**config.mk**
```make
export PLATFORM = sky130hd
export DESIGN_NAME = iir_fourth_order_filter_flat
export DESIGN_NICKNAME = d
export VERILOG_FILES = /design/src/iirf4_pkg.sv /design/src/iirf4_ifs.sv /design/src/iirf4_datapath.sv /design/src/iirf4_ctrl.sv /design/src/iir_fourth_order_filter.sv /design/src/flat_wrapper.sv
export SDC_FILE = /design/constraint.sdc
export NUM_CORES = 2
export LEC_CHECK = 0
export BUFFER_PORTS_ARGS = -buffer_cell sky130_fd_sc_hd__buf_2
export CAP_MARGIN = 20
export CORE_UTILIZATION = 60
export DETAILED_ROUTE_END_ITERATION = 8
export PLACE_DENSITY = 0.77
export SETUP_SLACK_MARGIN = 0.5
export SLEW_MARGIN = 10
export SYNTH_ARGS = -nofsm -noshare
export SYNTH_HDL_FRONTEND = slang
export SYNTH_SLANG_ARGS = --single-unit
export TNS_END_PERCENT = 30
```
**constraint.sdc**
```tcl
create_clock -name clk_i -period 10.2 [get_ports clk_i]
set_clock_uncertainty 0.05 [all_clocks]
set_input_delay 0.51 -clock clk_i [delete_from_list [all_inputs] [get_ports clk_i]]
set_output_delay 0.51 -clock clk_i [all_outputs]
set_load 0.01 [all_outputs]
```
**src/iirf4_pkg.sv**
```systemverilog
// Shared types and constants of the fourth-order IIR filter.
package iirf4_pkg;

  localparam int CoefBits    = 24;
  localparam int CfgIdxBits  = 3;
  localparam int CfgDataBits = 2 * CoefBits;
  localparam int StepBits    = 4;

  typedef enum logic [CfgIdxBits-1:0] {
    CFG_B0_B1 = 3'd0,
    CFG_B2_B3 = 3'd1,
    CFG_B4    = 3'd2,
    CFG_A1_A2 = 3'd3,
    CFG_A3_A4 = 3'd4
  } cfg_idx_e;

  typedef enum logic [3:0] {
    C_B0 = 4'd0,
    C_B1 = 4'd1,
    C_B2 = 4'd2,
    C_B3 = 4'd3,
    C_B4 = 4'd4,
    C_A1 = 4'd5,
    C_A2 = 4'd6,
    C_A3 = 4'd7,
    C_A4 = 4'd8
  } coef_e;

  typedef enum logic [1:0] {
    SRC_IN = 2'd0,
    SRC_X  = 2'd1,
    SRC_Y  = 2'd2
  } mul_src_e;

  typedef enum logic [2:0] {
    OP_NOP       = 3'd0,
    OP_ADD_STATE = 3'd1,
    OP_ADD_ZERO  = 3'd2,
    OP_ROUND     = 3'd3,
    OP_SUB_STORE = 3'd4
  } acc_op_e;

  typedef struct packed {
    logic     load_x;
    logic     mul_en;
    coef_e    coef;
    mul_src_e src;
    acc_op_e  op;
    logic [1:0] sidx;
  } cmd_t;

endpackage

```
**src/iirf4_ifs.sv**
```systemverilog
// Handshake interfaces for the sample, result and configuration channels.
interface iirf4_smp_if #(
  parameter int SAMPLE_BITS = 16
) ();
  logic                          valid;
  logic                          ready;
  logic signed [SAMPLE_BITS-1:0] sample;
  modport source (output valid, output sample, input ready);
  modport sink (input valid, input sample, output ready);
endinterface

interface iirf4_res_if #(
  parameter int SAMPLE_BITS = 16
) ();
  logic                          valid;
  logic                          ready;
  logic signed [SAMPLE_BITS-1:0] filtered;
  logic                          clipped;
  modport source (output valid, output filtered, output clipped, input ready);
  modport sink (input valid, input filtered, input clipped, output ready);
endinterface

interface iirf4_cfg_if ();
  logic                                valid;
  logic                                ready;
  logic [iirf4_pkg::CfgIdxBits-1:0]    index;
  logic [iirf4_pkg::CfgDataBits-1:0]   data;
  modport source (output valid, output index, output data, input ready);
  modport sink (input valid, input index, input data, output ready);
endinterface

```
**src/iirf4_datapath.sv**
```systemverilog
// Datapath: coefficient registers, shared multiplier, accumulator and delay state.
module iirf4_datapath #(
  parameter int SAMPLE_BITS    = 16,
  parameter int COEF_FRAC_BITS = 20,
  parameter int STATE_BITS     = 44
) (
  input  logic                                 clk_i,
  input  logic                                 rst_ni,
  input  iirf4_pkg::cmd_t                      cmd_i,
  input  logic signed [SAMPLE_BITS-1:0]        sample_i,
  input  logic                                 cfg_valid_i,
  input  logic [iirf4_pkg::CfgIdxBits-1:0]     cfg_index_i,
  input  logic [iirf4_pkg::CfgDataBits-1:0]    cfg_data_i,
  output logic signed [SAMPLE_BITS-1:0]        filtered_o,
  output logic                                 clipped_o
);

  localparam int CB = iirf4_pkg::CoefBits;
  localparam int DW = iirf4_pkg::CfgDataBits;
  localparam int SB = SAMPLE_BITS;
  localparam int SW = STATE_BITS;
  localparam int PW = CB + SB;
  localparam int WW = ((SW > PW) ? SW : PW) + 2;

  localparam logic [DW-1:0] B01_RST = {{(DW-1){1'b0}}, 1'b1} << COEF_FRAC_BITS;
  localparam logic signed [WW-1:0] SMAX = {{(WW-SW+1){1'b0}}, {(SW-1){1'b1}}};
  localparam logic signed [WW-1:0] SMIN = {{(WW-SW+1){1'b1}}, {(SW-1){1'b0}}};
  localparam logic signed [WW-1:0] HALF =
    {{(WW-COEF_FRAC_BITS){1'b0}}, 1'b1, {(COEF_FRAC_BITS-1){1'b0}}};
  localparam logic signed [SW-1:0] YMAX = {{(SW-SB+1){1'b0}}, {(SB-1){1'b1}}};
  localparam logic signed [SW-1:0] YMIN = {{(SW-SB+1){1'b1}}, {(SB-1){1'b0}}};

  logic [DW-1:0] b01_q, b23_q, a12_q, a34_q;
  logic [CB-1:0] b4_q;

  logic signed [SB-1:0] x_q, y_q;
  logic                 clip_q;
  logic signed [PW-1:0] prod_q;
  logic signed [SW-1:0] acc_q;
  logic signed [SW-1:0] st_q [4];

  logic signed [CB-1:0] coef;
  logic signed [SB-1:0] opnd;
  logic signed [WW-1:0] prod_w, acc_w, st_w, add_sum, sub_sum, rnd_sum;
  logic signed [SW-1:0] prod_c, add_c, sub_c, rnd_c, rnd_sh;
  logic signed [SB-1:0] y_d;
  logic                 clip_d;

  function automatic logic signed [SW-1:0] clamp_state(input logic signed [WW-1:0] v);
    logic signed [SW-1:0] r;
    if (v > SMAX) begin
      r = SMAX[SW-1:0];
    end else if (v < SMIN) begin
      r = SMIN[SW-1:0];
    end else begin
      r = v[SW-1:0];
    end
    return r;
  endfunction

  // configuration registers
  always_ff @(posedge clk_i or negedge rst_ni) begin
    if (!rst_ni) begin
      b01_q <= B01_RST;
      b23_q <= '0;
      b4_q  <= '0;
      a12_q <= '0;
      a34_q <= '0;
    end else if (cfg_valid_i) begin
      unique case (cfg_index_i)
        iirf4_pkg::CFG_B0_B1: b01_q <= cfg_data_i;
        iirf4_pkg::CFG_B2_B3: b23_q <= cfg_data_i;
        iirf4_pkg::CFG_B4:    b4_q  <= cfg_data_i[CB-1:0];
        iirf4_pkg::CFG_A1_A2: a12_q <= cfg_data_i;
        iirf4_pkg::CFG_A3_A4: a34_q <= cfg_data_i;
        default: ;
      endcase
    end
  end

  always_comb begin
    unique case (cmd_i.coef)
      iirf4_pkg::C_B0: coef = b01_q[CB-1:0];
      iirf4_pkg::C_B1: coef = b01_q[2*CB-1:CB];
      iirf4_pkg::C_B2: coef = b23_q[CB-1:0];
      iirf4_pkg::C_B3: coef = b23_q[2*CB-1:CB];
      iirf4_pkg::C_B4: coef = b4_q;
      iirf4_pkg::C_A1: coef = a12_q[CB-1:0];
      iirf4_pkg::C_A2: coef = a12_q[2*CB-1:CB];
      iirf4_pkg::C_A3: coef = a34_q[CB-1:0];
      iirf4_pkg::C_A4: coef = a34_q[2*CB-1:CB];
      default:         coef = '0;
    endcase
    unique case (cmd_i.src)
      iirf4_pkg::SRC_IN: opnd = sample_i;
      iirf4_pkg::SRC_X:  opnd = x_q;
      iirf4_pkg::SRC_Y:  opnd = y_q;
      default:           opnd = '0;
    endcase
  end

  always_comb begin
    prod_w  = {{(WW-PW){prod_q[PW-1]}}, prod_q};
    prod_c  = clamp_state(prod_w);
    acc_w   = {{(WW-SW){acc_q[SW-1]}}, acc_q};
    st_w    = (cmd_i.op == iirf4_pkg::OP_ADD_ZERO) ? '0
            : {{(WW-SW){st_q[cmd_i.sidx][SW-1]}}, st_q[cmd_i.sidx]};
    add_sum = {{(WW-SW){prod_c[SW-1]}}, prod_c} + st_w;
    add_c   = clamp_state(add_sum);
    sub_sum = acc_w - prod_w;
    sub_c   = clamp_state(sub_sum);
    rnd_sum = acc_w + HALF;
    rnd_c   = clamp_state(rnd_sum);
    rnd_sh  = rnd_c >>> COEF_FRAC_BITS;
    if (rnd_sh > YMAX) begin
      y_d    = YMAX[SB-1:0];
      clip_d = 1'b1;
    end else if (rnd_sh < YMIN) begin
      y_d    = YMIN[SB-1:0];
      clip_d = 1'b1;
    end else begin
      y_d    = rnd_sh[SB-1:0];
      clip_d = 1'b0;
    end
  end

  always_ff @(posedge clk_i) begin
    if (cmd_i.load_x) begin
      x_q <= sample_i;
    end
    if (cmd_i.mul_en) begin
      prod_q <= coef * opnd;
    end
    if (cmd_i.op == iirf4_pkg::OP_ADD_STATE || cmd_i.op == iirf4_pkg::OP_ADD_ZERO) begin
      acc_q <= add_c;
    end
    if (cmd_i.op == iirf4_pkg::OP_ROUND) begin
      y_q    <= y_d;
      clip_q <= clip_d;
    end
  end

  always_ff @(posedge clk_i or negedge rst_ni) begin
    if (!rst_ni) begin
      for (int i = 0; i < 4; i++) begin
        st_q[i] <= '0;
      end
    end else if (cmd_i.op == iirf4_pkg::OP_SUB_STORE) begin
      st_q[cmd_i.sidx] <= sub_c;
    end
  end

  assign filtered_o = y_q;
  assign clipped_o  = clip_q;

endmodule

```
**src/iirf4_ctrl.sv**
```systemverilog
// Controller: sequences the nine products and the delay updates of one sample.
module iirf4_ctrl (
  input  logic            clk_i,
  input  logic            rst_ni,
  input  logic            in_valid_i,
  output logic            in_ready_o,
  output logic            out_valid_o,
  input  logic            out_ready_i,
  output iirf4_pkg::cmd_t cmd_o
);

  localparam int SBW = iirf4_pkg::StepBits;
  localparam logic [SBW-1:0] STEP_ACC0  = SBW'(1);
  localparam logic [SBW-1:0] STEP_ROUND = SBW'(2);
  localparam logic [SBW-1:0] STEP_ACC1  = SBW'(3);
  localparam logic [SBW-1:0] STEP_SUB0  = SBW'(4);
  localparam logic [SBW-1:0] STEP_ACC2  = SBW'(5);
  localparam logic [SBW-1:0] STEP_SUB1  = SBW'(6);
  localparam logic [SBW-1:0] STEP_ACC3  = SBW'(7);
  localparam logic [SBW-1:0] STEP_SUB2  = SBW'(8);
  localparam logic [SBW-1:0] STEP_ACC4  = SBW'(9);
  localparam logic [SBW-1:0] STEP_LAST  = SBW'(10);

  typedef enum logic [1:0] {
    ST_IDLE = 2'b01,
    ST_RUN  = 2'b10
  } state_e;

  state_e          state_q, state_d;
  logic [SBW-1:0]  step_q, step_d;
  logic            out_valid_q, out_valid_d;
  logic            stall;
  iirf4_pkg::cmd_t cmd;

  assign stall = out_valid_q && !out_ready_i;

  always_comb begin
    cmd         = '{load_x: 1'b0, mul_en: 1'b0, coef: iirf4_pkg::C_B0,
                    src: iirf4_pkg::SRC_X, op: iirf4_pkg::OP_NOP, sidx: 2'd0};
    state_d     = state_q;
    step_d      = step_q;
    out_valid_d = out_valid_q && !out_ready_i;
    unique case (state_q)
      ST_IDLE: begin
        if (in_valid_i) begin
          cmd.load_x = 1'b1;
          cmd.mul_en = 1'b1;
          cmd.coef   = iirf4_pkg::C_B0;
          cmd.src    = iirf4_pkg::SRC_IN;
          state_d    = ST_RUN;
          step_d     = STEP_ACC0;
        end
      end
      ST_RUN: begin
        step_d = step_q + SBW'(1);
        unique case (step_q)
          STEP_ACC0: begin
            cmd.op = iirf4_pkg::OP_ADD_STATE; cmd.sidx = 2'd0;
            cmd.mul_en = 1'b1; cmd.coef = iirf4_pkg::C_B1;
          end
          STEP_ROUND: begin
            if (stall) begin
              step_d = step_q;
            end else begin
              cmd.op      = iirf4_pkg::OP_ROUND;
              out_valid_d = 1'b1;
            end
          end
          STEP_ACC1: begin
            cmd.op = iirf4_pkg::OP_ADD_STATE; cmd.sidx = 2'd1;
            cmd.mul_en = 1'b1; cmd.coef = iirf4_pkg::C_A1; cmd.src = iirf4_pkg::SRC_Y;
          end
          STEP_SUB0: begin
            cmd.op = iirf4_pkg::OP_SUB_STORE; cmd.sidx = 2'd0;
            cmd.mul_en = 1'b1; cmd.coef = iirf4_pkg::C_B2;
          end
          STEP_ACC2: begin
            cmd.op = iirf4_pkg::OP_ADD_STATE; cmd.sidx = 2'd2;
            cmd.mul_en = 1'b1; cmd.coef = iirf4_pkg::C_A2; cmd.src = iirf4_pkg::SRC_Y;
          end
          STEP_SUB1: begin
            cmd.op = iirf4_pkg::OP_SUB_STORE; cmd.sidx = 2'd1;
            cmd.mul_en = 1'b1; cmd.coef = iirf4_pkg::C_B3;
          end
          STEP_ACC3: begin
            cmd.op = iirf4_pkg::OP_ADD_STATE; cmd.sidx = 2'd3;
            cmd.mul_en = 1'b1; cmd.coef = iirf4_pkg::C_A3; cmd.src = iirf4_pkg::SRC_Y;
          end
          STEP_SUB2: begin
            cmd.op = iirf4_pkg::OP_SUB_STORE; cmd.sidx = 2'd2;
            cmd.mul_en = 1'b1; cmd.coef = iirf4_pkg::C_B4;
          end
          STEP_ACC4: begin
            cmd.op = iirf4_pkg::OP_ADD_ZERO;
            cmd.mul_en = 1'b1; cmd.coef = iirf4_pkg::C_A4; cmd.src = iirf4_pkg::SRC_Y;
          end
          STEP_LAST: begin
            cmd.op = iirf4_pkg::OP_SUB_STORE; cmd.sidx = 2'd3;
            state_d = ST_IDLE;
            step_d  = '0;
          end
          default: begin
            state_d = ST_IDLE;
            step_d  = '0;
          end
        endcase
      end
      default: begin
        state_d = ST_IDLE;
        step_d  = '0;
      end
    endcase
  end

  always_ff @(posedge clk_i or negedge rst_ni) begin
    if (!rst_ni) begin
      state_q     <= ST_IDLE;
      step_q      <= '0;
      out_valid_q <= 1'b0;
    end else begin
      state_q     <= state_d;
      step_q      <= step_d;
      out_valid_q <= out_valid_d;
    end
  end

  assign in_ready_o  = (state_q == ST_IDLE);
  assign out_valid_o = out_valid_q;
  assign cmd_o       = cmd;

  a_step_range: assert property (@(posedge clk_i) disable iff (!rst_ni)
    step_q <= STEP_LAST)
    else $error("step counter out of range");

  a_accept_starts: assert property (@(posedge clk_i) disable iff (!rst_ni)
    (in_valid_i && in_ready_o) |=> (state_q == ST_RUN && step_q == STEP_ACC0))
    else $error("accepted sample did not start a run");

  a_round_shows: assert property (@(posedge clk_i) disable iff (!rst_ni)
    (cmd.op == iirf4_pkg::OP_ROUND) |=> out_valid_q)
    else $error("rounded result not presented");

  a_round_holds: assert property (@(posedge clk_i) disable iff (!rst_ni)
    (state_q == ST_RUN && step_q == STEP_ROUND && stall) |=> (step_q == STEP_ROUND))
    else $error("result overwritten while receiver stalls");

endmodule

```
**src/iir_fourth_order_filter.sv**
```systemverilog
// Fourth-order transposed direct form II IIR filter, top level.
//
// Channels: in_i takes one signed sample per transfer, out_o gives one
// filtered sample with a clip flag per input, cfg_i writes the five
// coefficient registers (index 0..4, others ignored; always ready).
// Coefficients are signed Q3.20 by default; a0 is taken as 1.
//
// Sequence: the sample is taken while idle and ten more steps follow, set by
// the single shared multiplier that forms all nine products, with the
// accumulator working on the registered product; no new sample is taken
// until the steps are done. The result is registered onto out_o after the
// rounding step, and the delay updates finish in the steps that follow.
// Stall: if the previous result is still untaken when the new one is ready,
// the sequencer holds at the rounding step until out_o transfers.
// Reset: b0 = 1.0, all other coefficients and the four delays clear to zero,
// so the block passes samples through until configured.
module iir_fourth_order_filter #(
  parameter int SAMPLE_BITS    = 16,
  parameter int COEF_FRAC_BITS = 20,
  parameter int STATE_BITS     = 44
) (
  input  logic        clk_i,
  input  logic        rst_ni,
  iirf4_smp_if.sink   in_i,
  iirf4_res_if.source out_o,
  iirf4_cfg_if.sink   cfg_i
);

  iirf4_pkg::cmd_t cmd;

  assign cfg_i.ready = 1'b1;

  iirf4_ctrl u_ctrl (
    .clk_i       (clk_i),
    .rst_ni      (rst_ni),
    .in_valid_i  (in_i.valid),
    .in_ready_o  (in_i.ready),
    .out_valid_o (out_o.valid),
    .out_ready_i (out_o.ready),
    .cmd_o       (cmd)
  );

  iirf4_datapath #(
    .SAMPLE_BITS    (SAMPLE_BITS),
    .COEF_FRAC_BITS (COEF_FRAC_BITS),
    .STATE_BITS     (STATE_BITS)
  ) u_datapath (
    .clk_i       (clk_i),
    .rst_ni      (rst_ni),
    .cmd_i       (cmd),
    .sample_i    (in_i.sample),
    .cfg_valid_i (cfg_i.valid),
    .cfg_index_i (cfg_i.index),
    .cfg_data_i  (cfg_i.data),
    .filtered_o  (out_o.filtered),
    .clipped_o   (out_o.clipped)
  );

endmodule
```
**src/flat_wrapper.sv**
```systemverilog
// flat-port wrapper written by rule: the top's interface ports become plain ports
module iir_fourth_order_filter_flat 
#(
  parameter int SAMPLE_BITS    = 16,
  parameter int COEF_FRAC_BITS = 20,
  parameter int STATE_BITS     = 44
)
  (clk_i, rst_ni, in_i_valid, in_i_sample, in_i_ready, out_o_valid, out_o_filtered, out_o_clipped, out_o_ready, cfg_i_valid, cfg_i_index, cfg_i_data, cfg_i_ready);
  iirf4_smp_if #(.SAMPLE_BITS(SAMPLE_BITS)) in_i_i ();
  iirf4_res_if #(.SAMPLE_BITS(SAMPLE_BITS)) out_o_i ();
  iirf4_cfg_if cfg_i_i ();
  input  logic clk_i;
  input  logic rst_ni;
  input wire logic [$bits(in_i_i.valid)-1:0] in_i_valid;
  input wire logic [$bits(in_i_i.sample)-1:0] in_i_sample;
  output wire logic [$bits(in_i_i.ready)-1:0] in_i_ready;
  output wire logic [$bits(out_o_i.valid)-1:0] out_o_valid;
  output wire logic [$bits(out_o_i.filtered)-1:0] out_o_filtered;
  output wire logic [$bits(out_o_i.clipped)-1:0] out_o_clipped;
  input wire logic [$bits(out_o_i.ready)-1:0] out_o_ready;
  input wire logic [$bits(cfg_i_i.valid)-1:0] cfg_i_valid;
  input wire logic [$bits(cfg_i_i.index)-1:0] cfg_i_index;
  input wire logic [$bits(cfg_i_i.data)-1:0] cfg_i_data;
  output wire logic [$bits(cfg_i_i.ready)-1:0] cfg_i_ready;
  assign in_i_i.valid = in_i_valid;
  assign in_i_i.sample = in_i_sample;
  assign in_i_ready = in_i_i.ready;
  assign out_o_valid = out_o_i.valid;
  assign out_o_filtered = out_o_i.filtered;
  assign out_o_clipped = out_o_i.clipped;
  assign out_o_i.ready = out_o_ready;
  assign cfg_i_i.valid = cfg_i_valid;
  assign cfg_i_i.index = cfg_i_index;
  assign cfg_i_i.data = cfg_i_data;
  assign cfg_i_ready = cfg_i_i.ready;
  iir_fourth_order_filter #(.SAMPLE_BITS(SAMPLE_BITS), .COEF_FRAC_BITS(COEF_FRAC_BITS), .STATE_BITS(STATE_BITS)) u_core (.clk_i(clk_i), .rst_ni(rst_ni), .in_i(in_i_i), .out_o(out_o_i), .cfg_i(cfg_i_i));
endmodule
```
=== Word-level counts from Yosys, hierarchy flattened ===
Index checks and enable logic that the tools add are counted.

* $lt $le $gt $ge: 12
* Multiply operators: 1
* Eq/ne operators: 33
* Add/sub/neg operators: 4
* Reductions and logical operators: 22
* Mux-type cells: 36
* Bitwise operators: 1

{| class="wikitable"
|+ Operators by type and width
! operator !! count
|-
| 2-to-1 mux 44 bit || 10
|-
| case mux 24 bit (9 select lines) || 1
|-
| bitwise mux 176 bit || 1
|-
| greater-than comparator 45 x 44 -> 1 bit, second input constant || 2
|-
| less-than comparator 45 x 44 -> 1 bit, second input constant || 2
|-
| binary-select mux 44 bit (select 2 bit) || 1
|-
| demux 44 bit (select 2 bit) || 1
|-
| case mux 16 bit (3 select lines) || 1
|-
| adder 46 bit || 1
|-
| greater-than comparator 46 x 44 -> 1 bit, second input constant || 1
|-
| less-than comparator 46 x 44 -> 1 bit, second input constant || 1
|-
| 2-to-1 mux 46 bit || 1
|-
| adder 44 x 21 -> 45 bit, second input constant || 1
|-
| subtractor 44 x 40 -> 45 bit || 1
|-
| greater-than comparator 40 x 44 -> 1 bit, second input constant || 1
|-
| less-than comparator 40 x 44 -> 1 bit, second input constant || 1
|-
| multiplier 24 x 16 -> 40 bit || 1
|-
| case mux 5 bit (8 select lines) || 1
|-
| == test 4 x 3 -> 1 bit, second input constant || 8
|-
| greater-than comparator 24 x 16 -> 1 bit, second input constant || 1
|-
| less-than comparator 24 x 16 -> 1 bit, second input constant || 1
|-
| == test 4 x 2 -> 1 bit, second input constant || 4
|-
| == test 4 bit, second input constant || 4
|-
| 2-to-1 mux 16 bit || 1
|-
| other kinds (33) || 61
|}

* Register bits: 516
* Bits of input ports: 72
* Output and inout port bits: 20

=== Logic depth before layout (Yosys ltp) ===
* Depth in word-level cells: 13
* Gate-level depth with buffers: 39

=== Cells and area by module ===
Synthesis repeated with hierarchy kept, for this count alone.

* Cell total of the unflattened synthesis: 4113
* Area, all modules: 41806.3 um^2

{| class="wikitable"
|+ Modules (own cells, without submodules)
! module !! cells each !! instances !! sequential area each (um^2) !! area an instance (um^2)
|-
| iirf4_datapath || 4020 || 1 || 13324.0 || 41098.2
|-
| iirf4_ctrl || 91 || 1 || 176.4 || 696.9
|-
| iir_fourth_order_filter || 2 || 1 || 0.0 || 11.3
|}

=== Worst setup path before layout ===
No wires, ideal clock.

* Kind: reg2reg
* Start: register u_core.u_ctrl.state_q[0]
* End: register u_core.u_datapath.prod_q[38] (data pin)
* Clock period less this slack: 8.717 ns
* Path slack: 1.483 ns
* Buffers on the path: 3
* Cell stages (with the launch flop): 33
* Data required time: 9.892 ns
* Arrival: 8.410 ns
* Library setup time: 0.258 ns
* Cells stage by stage: dfstp_2 -> inv_1 -> ha_1 -> nand2b_1 -> nor4b_1 -> clkbuf_1 -> clkbuf_1 -> a222oi_1 -> nand3_1 -> nand2_1 -> fa_1 -> inv_1 -> fa_1 -> inv_1 -> fa_1 -> inv_1 -> fa_1 -> fa_1 -> inv_1 -> fa_1 -> inv_1 -> ha_1 -> clkbuf_1 -> a211oi_1 -> o21ai_0 -> a221oi_1 -> o221ai_1 -> a21oi_1 -> a31oi_1 -> a2111oi_0 -> o21bai_1 -> a21oi_1 -> xnor2_1

* Cells in the longest elaborated chain, start to end: 5

{| class="wikitable"
|+ Ends and longest elaborated chain
! element !! RTL line !! source
|-
| start, declared || iirf4_ctrl.sv:29 || <nowiki>state_e state_q, state_d;</nowiki>
|-
| start signal, assigned || iirf4_ctrl.sv:121 || <nowiki>state_q <= state_d;</nowiki>
|-
| == test 2 bit / == test 2 x 1 -> 1 bit (equally long branches) || iirf4_ctrl.sv:43 || <nowiki>unique case (state_q)</nowiki>
|-
| case mux 7 bit (2 select lines) * || iirf4_ctrl.sv:43 ||
|-
| == test 4 bit, or another cell as far along || iirf4_datapath.sv:82 || <nowiki>unique case (cmd_i.coef)</nowiki>
|-
| case mux 24 bit (9 select lines) / case mux 16 bit (3 select lines) (equally long branches) || iirf4_datapath.sv:82, iirf4_datapath.sv:94 ||
|-
| multiplier 24 x 16 -> 40 bit * || iirf4_datapath.sv:132 || <nowiki>prod_q <= coef * opnd;</nowiki>
|-
| end signal, assigned || iirf4_datapath.sv:132 ||
|-
| end, declared || iirf4_datapath.sv:38 || <nowiki>logic signed [PW-1:0] prod_q;</nowiki>
|}

Mark *: on every way between the ends. The rest lies on a longest branch, timed or not.
A chain may end at the register's enable or synchronous reset.

=== Worst setup path in the final report ===
* Start: register u_core.u_ctrl.state_q[0]
* End: register u_core.u_datapath.prod_q[29] (data pin)

The elaborated chain is that of the path after synthesis.

==> results.md <==
| Step | Parameter | This run |
|:---|:---|:---|
| run status | Result of the run | finished, final reports clean |
| timing | Actual transition at the worst max-transition pin | 1129 ps |
| floorplanning | Number of cell rows | 96 |
| routing | Count of unresolved DRC violations after routing | 0 |
| min path | Hold depth | 1 |
| timing | Setup TNS Final | 0 ps |
| job | Number of violations of the max-capacitance limit | 0 |
| global routing | Total global routing overflow | 0 |
| global routing | All-layer global routing usage | 32.32% |
| placement | Final RePlAce weighted congestion | 0.9750 |
| critical path | Crit-path most repeated cell | sky130_fd_sc_hd__fa_1 |
| finish | Final design instance area without fill | 45470 sq um |
| global routing | Via count of the first global-routing pass | 32850 |
| clock tree | CTS tree | done |
| finish | Number of diodes | 0 |
| clock tree | H-tree depth reported by CTS | 2 |
| timing | Final number of setup-violating endpoints | 0 |
| routing | Vias/cell | 6.042 |
| timing | Tightest hold margin | 35.05 ps |
| synth | Net Count, Synth | 4901 |
| placement | Port Buffer Count | 90 |
| timing | Fmax achieved | 107.2 MHz |
| floorplanning | Die area | 70620 sq um |
| synth | Number of warnings printed during yosys synthesis | 0 |
| synth | Adder and majority gate portion of the synthesized area | 23.90% |
| clock tree | Longest Clk Path Bufs | 3 |
| finish | Fin nets | 4918 |
| finish | Highest-count cells in the layout ignoring fill and taps | sky130_fd_sc_hd__inv_1 (530), sky130_fd_sc_hd__nand2_1 (450), sky130_fd_sc_hd__dfrtp_1 (397), sky130_fd_sc_hd__fa_1 (376), sky130_fd_sc_hd__nor2_1 (327) |
| placement | Placed wire-length estimate | 82680 um |
| routing | Average wire per standard cell | 21.24 um |
| global routing | Initial antenna violation count | 0 |
| critical path | Type of the worst setup path | reg -> reg |
| critical path | Flop-to-flop setup slack | 870 ps |
| synth | Proportion of synthesized chip area in sequential cells | 32.35% |
| timing | Final Worst Setup Slack | 873.9 ps |
| critical path | Worst Path Required | 10510 ps |
| synth | Mux share of post-synthesis cell area | 8.909% |
| synth | Gate Count Post-Synth | 4259 |
| routing | Antenna-violating nets left | 0 |
| critical path | Launch point of the worst reg-to-reg path | u_core.u_ctrl.state_q[0] |
| synth | Mean Syn Cell Area | 9.800 sq um |
| finish | Most common cell after layout, fill and taps aside | sky130_fd_sc_hd__inv_1 |
| timing | Tightest slew margin relative to the limit | 24.76% |
| routing | Total via count in the routed design | 31730 |
| min path | Worst Min Path Start | in_i_sample[8] |
| synth | Dominant combinational cell family by area after synthesis | adder cells |
| timing | RSZ-0062 raised after global routing | yes |
| timing | Time the final worst path needs with I/O delays and setup | 9326 ps |
| clock tree | Number of clock sinks seen by CTS | 516 |
| critical path | Largest stage delay, worst path | 560 ps |
| timing | Number of hold violations in the final report | 0 |
| synth | Share of synthesized cell area in and, or, nand and nor gates | 11.58% |
| synth | XOR/XNOR share of the synthesized area | 2.707% |
| global routing | First-pass GRT wire length | 179200 um |
| critical path | Cell count of the worst reg-to-reg path | 31 |
| placement | Area after DPL | 43230 sq um |
| clock tree | Num CTS Buffers | 55 |
| floorplanning | Effective utilization at floorplan | 60.75% |
| floorplanning | Die outline width | 265.7 um |
| clock tree | Clock transition at path regs | 60 ps |
| timing | Final-report max-slew violation count | 0 |
| timing | Share of the clock period used by the worst path | 91.43% |
| routing | DRT Wirelength | 111500 um |
| global routing | Largest net degree at the start of global routing | 183 |
| floorplanning | Boundary pin count | 92 |
| critical path | Crit end category | flip-flop |
| floorplanning | Die H | 265.7 um |
| routing | Detailed Routing Iterations Pass 1 | 6 |
| synth | Async set or reset register ratio after synthesis | 77.33% |
| min path | Endpoint of the worst hold-timing path | u_core.u_datapath.x_q[8] |
| critical path | Capture instance of the worst register-to-register path | u_core.u_datapath.prod_q[29] |
| critical path | CP Data Arrival Time | 9640 ps |
| critical path | Critical-path maximum fanout | 24 |
| finish | Layout cells sized above 1 | 15.23% |
| clock tree | Root buffer cell | sky130_fd_sc_hd__clkbuf_16 |
| min path | Path category of the worst min-delay check | in -> reg |
| synth | Count of distinct cell types in the synthesized netlist | 84 |
| floorplanning | Core Footprint | 68710 sq um |
| placement | Worst slack after detailed placement | 615.0 ps |
| synth | Count of flip-flops with a built-in enable after synthesis | 117 |
| finish | Area Overhead vs Synth | 8.936% |
| synth | Most used DFF post-synth | sky130_fd_sc_hd__dfrtp_1 |
| routing | Detailed Route Iter0 Violations | 2645 |
| synth | Total standard cell area after synthesis | 41740 sq um |
| critical path | Slowest cell on the critical path | sky130_fd_sc_hd__fa_1 |
| critical path | Category of the worst setup path launch point | flip-flop |
| synth | Synthesis-stage register bit count | 516 |
| clock tree | Later-pin clock latency in the skew report | 650 ps |
| synth | Synthesized-area fraction occupied by ao, oa, aoi and oai cells | 13.65% |
## cell type report
class	count	area (sq um)
multi-input cells	2994	25580
fillers	5386	23240
flip-flops and latches	516	13500
inverters	531	1997
clock buffers	79	1738
repair buffers	178	1229
well taps	931	1165
clock inverters	23	261.5
## synthesized netlist by cell type (16+ instances only)
cell,number,share of area [%]
sky130_fd_sc_hd__dfrtp_1,397,24
sky130_fd_sc_hd__nand2_1,450,4.0
sky130_fd_sc_hd__xor2_1,46,0.97
sky130_fd_sc_hd__ha_1,194,5.8
sky130_fd_sc_hd__a21o_1,88,1.6
sky130_fd_sc_hd__buf_2,22,0.26
sky130_fd_sc_hd__nor2b_1,27,0.40
sky130_fd_sc_hd__nor3_1,25,0.30
sky130_fd_sc_hd__and3_1,48,0.72
sky130_fd_sc_hd__inv_1,531,4.8
sky130_fd_sc_hd__a222oi_1,30,0.72
sky130_fd_sc_hd__xnor2_1,83,1.7
sky130_fd_sc_hd__clkbuf_1,179,1.6
sky130_fd_sc_hd__nand2b_1,18,0.27
sky130_fd_sc_hd__mux2_2,284,7.7
sky130_fd_sc_hd__nand3_1,120,1.4
sky130_fd_sc_hd__nor2_1,335,3.0
sky130_fd_sc_hd__o21ai_1,37,0.44
sky130_fd_sc_hd__fa_1,376,18
sky130_fd_sc_hd__a22oi_1,83,1.5
sky130_fd_sc_hd__o31ai_1,16,0.29
sky130_fd_sc_hd__a21oi_1,164,2.0
sky130_fd_sc_hd__mux2i_1,52,1.2
sky130_fd_sc_hd__edfxtp_1,117,8.4
sky130_fd_sc_hd__o21bai_1,19,0.34
sky130_fd_sc_hd__o21a_1,18,0.32
sky130_fd_sc_hd__a31oi_1,33,0.49
sky130_fd_sc_hd__a211oi_1,26,0.47
sky130_fd_sc_hd__and2_1,18,0.27
sky130_fd_sc_hd__o21ai_0,202,2.4
## worst max path at each step
stage                             start                            to  slack, ps  cells after the start
3_5_place_dp    u_core.u_ctrl.step_q[1]  u_core.u_datapath.prod_q[38]        620                     34
5_1_grt         u_core.u_ctrl.step_q[1]  u_core.u_datapath.prod_q[29]        430                     32
3_3_place_gp    u_core.u_ctrl.step_q[1]  u_core.u_datapath.prod_q[38]        830                     34
2_1_floorplan  u_core.u_ctrl.state_q[0]  u_core.u_datapath.prod_q[38]       1480                     32
4_1_cts         u_core.u_ctrl.step_q[1]  u_core.u_datapath.prod_q[38]        550                     33
6_report       u_core.u_ctrl.state_q[0]  u_core.u_datapath.prod_q[29]        870                     31
## worst max-delay path: cells and delay by family, from the launching register on
kind | cells | cell delay (ps)
mux | 1 | 220
fa+ha+maj | 8 | 3950
simple gates | 8 | 2080
flops | 1 | 540
buf+inv | 6 | 520
compound gates | 8 | 1680
## cell families (layout without fill, tap and decap cells)
logic type	count (synthesis)	in the layout
simple gates	1107	1107
compound gates	849	849
buf+inv	749	811
fa+ha+maj	572	572
flops	516	516
mux	336	336
xor+xnor	129	129
other cells	1	1
## metrics by stage
step	utilization (%)	instances
after floorplan	-	4259
after global placement	62.92	5140
after detailed placement	62.92	5140
after CTS	65.85	5244
after global routing	66.18	5252
final	66.18	5252
## sequential cells by signal (all words and copies together) (netlist names), 16 cells and up
name / flops
u_core.u_datapath.b23_q: 48
u_core.u_datapath.prod_q: 40
u_core.u_datapath.b01_q: 48
u_core.u_datapath.filtered_o: 16
u_core.u_datapath.b4_q: 24
u_core.u_datapath.a34_q: 48
u_core.u_datapath.acc_q: 44
u_core.u_datapath.x_q: 16
u_core.u_datapath.st_q: 176
u_core.u_datapath.a12_q: 48
## per-layer routing
metal / track usage (%) / share of wire [%] / wire length [um] / vias up
li1: - / - / - / 14420
met1: 41.44 / 40 / 44960 / 15770
met2: 53.77 / 48 / 53040 / 1225
met3: 4.621 / 6.5 / 7299 / 318
met4: 16.22 / 5.6 / 6228 / 0
met5: 0 / 0 / 0 / -
## timing repair
| item | 4_1_cts | 5_1_grt |
|---|---|---|
| hold buffers | 2 | 0 |
| hold endpoints to repair | 81 | 0 |
| setup buffers | 0 | 2 |
| endpoints found under the setup margin | 0 | 8 |
| gates resized for setup | 0 | 20 |
Power is not shown: default switching activity piles up to over one toggle a cycle in this logic, so the estimate is an artifact.
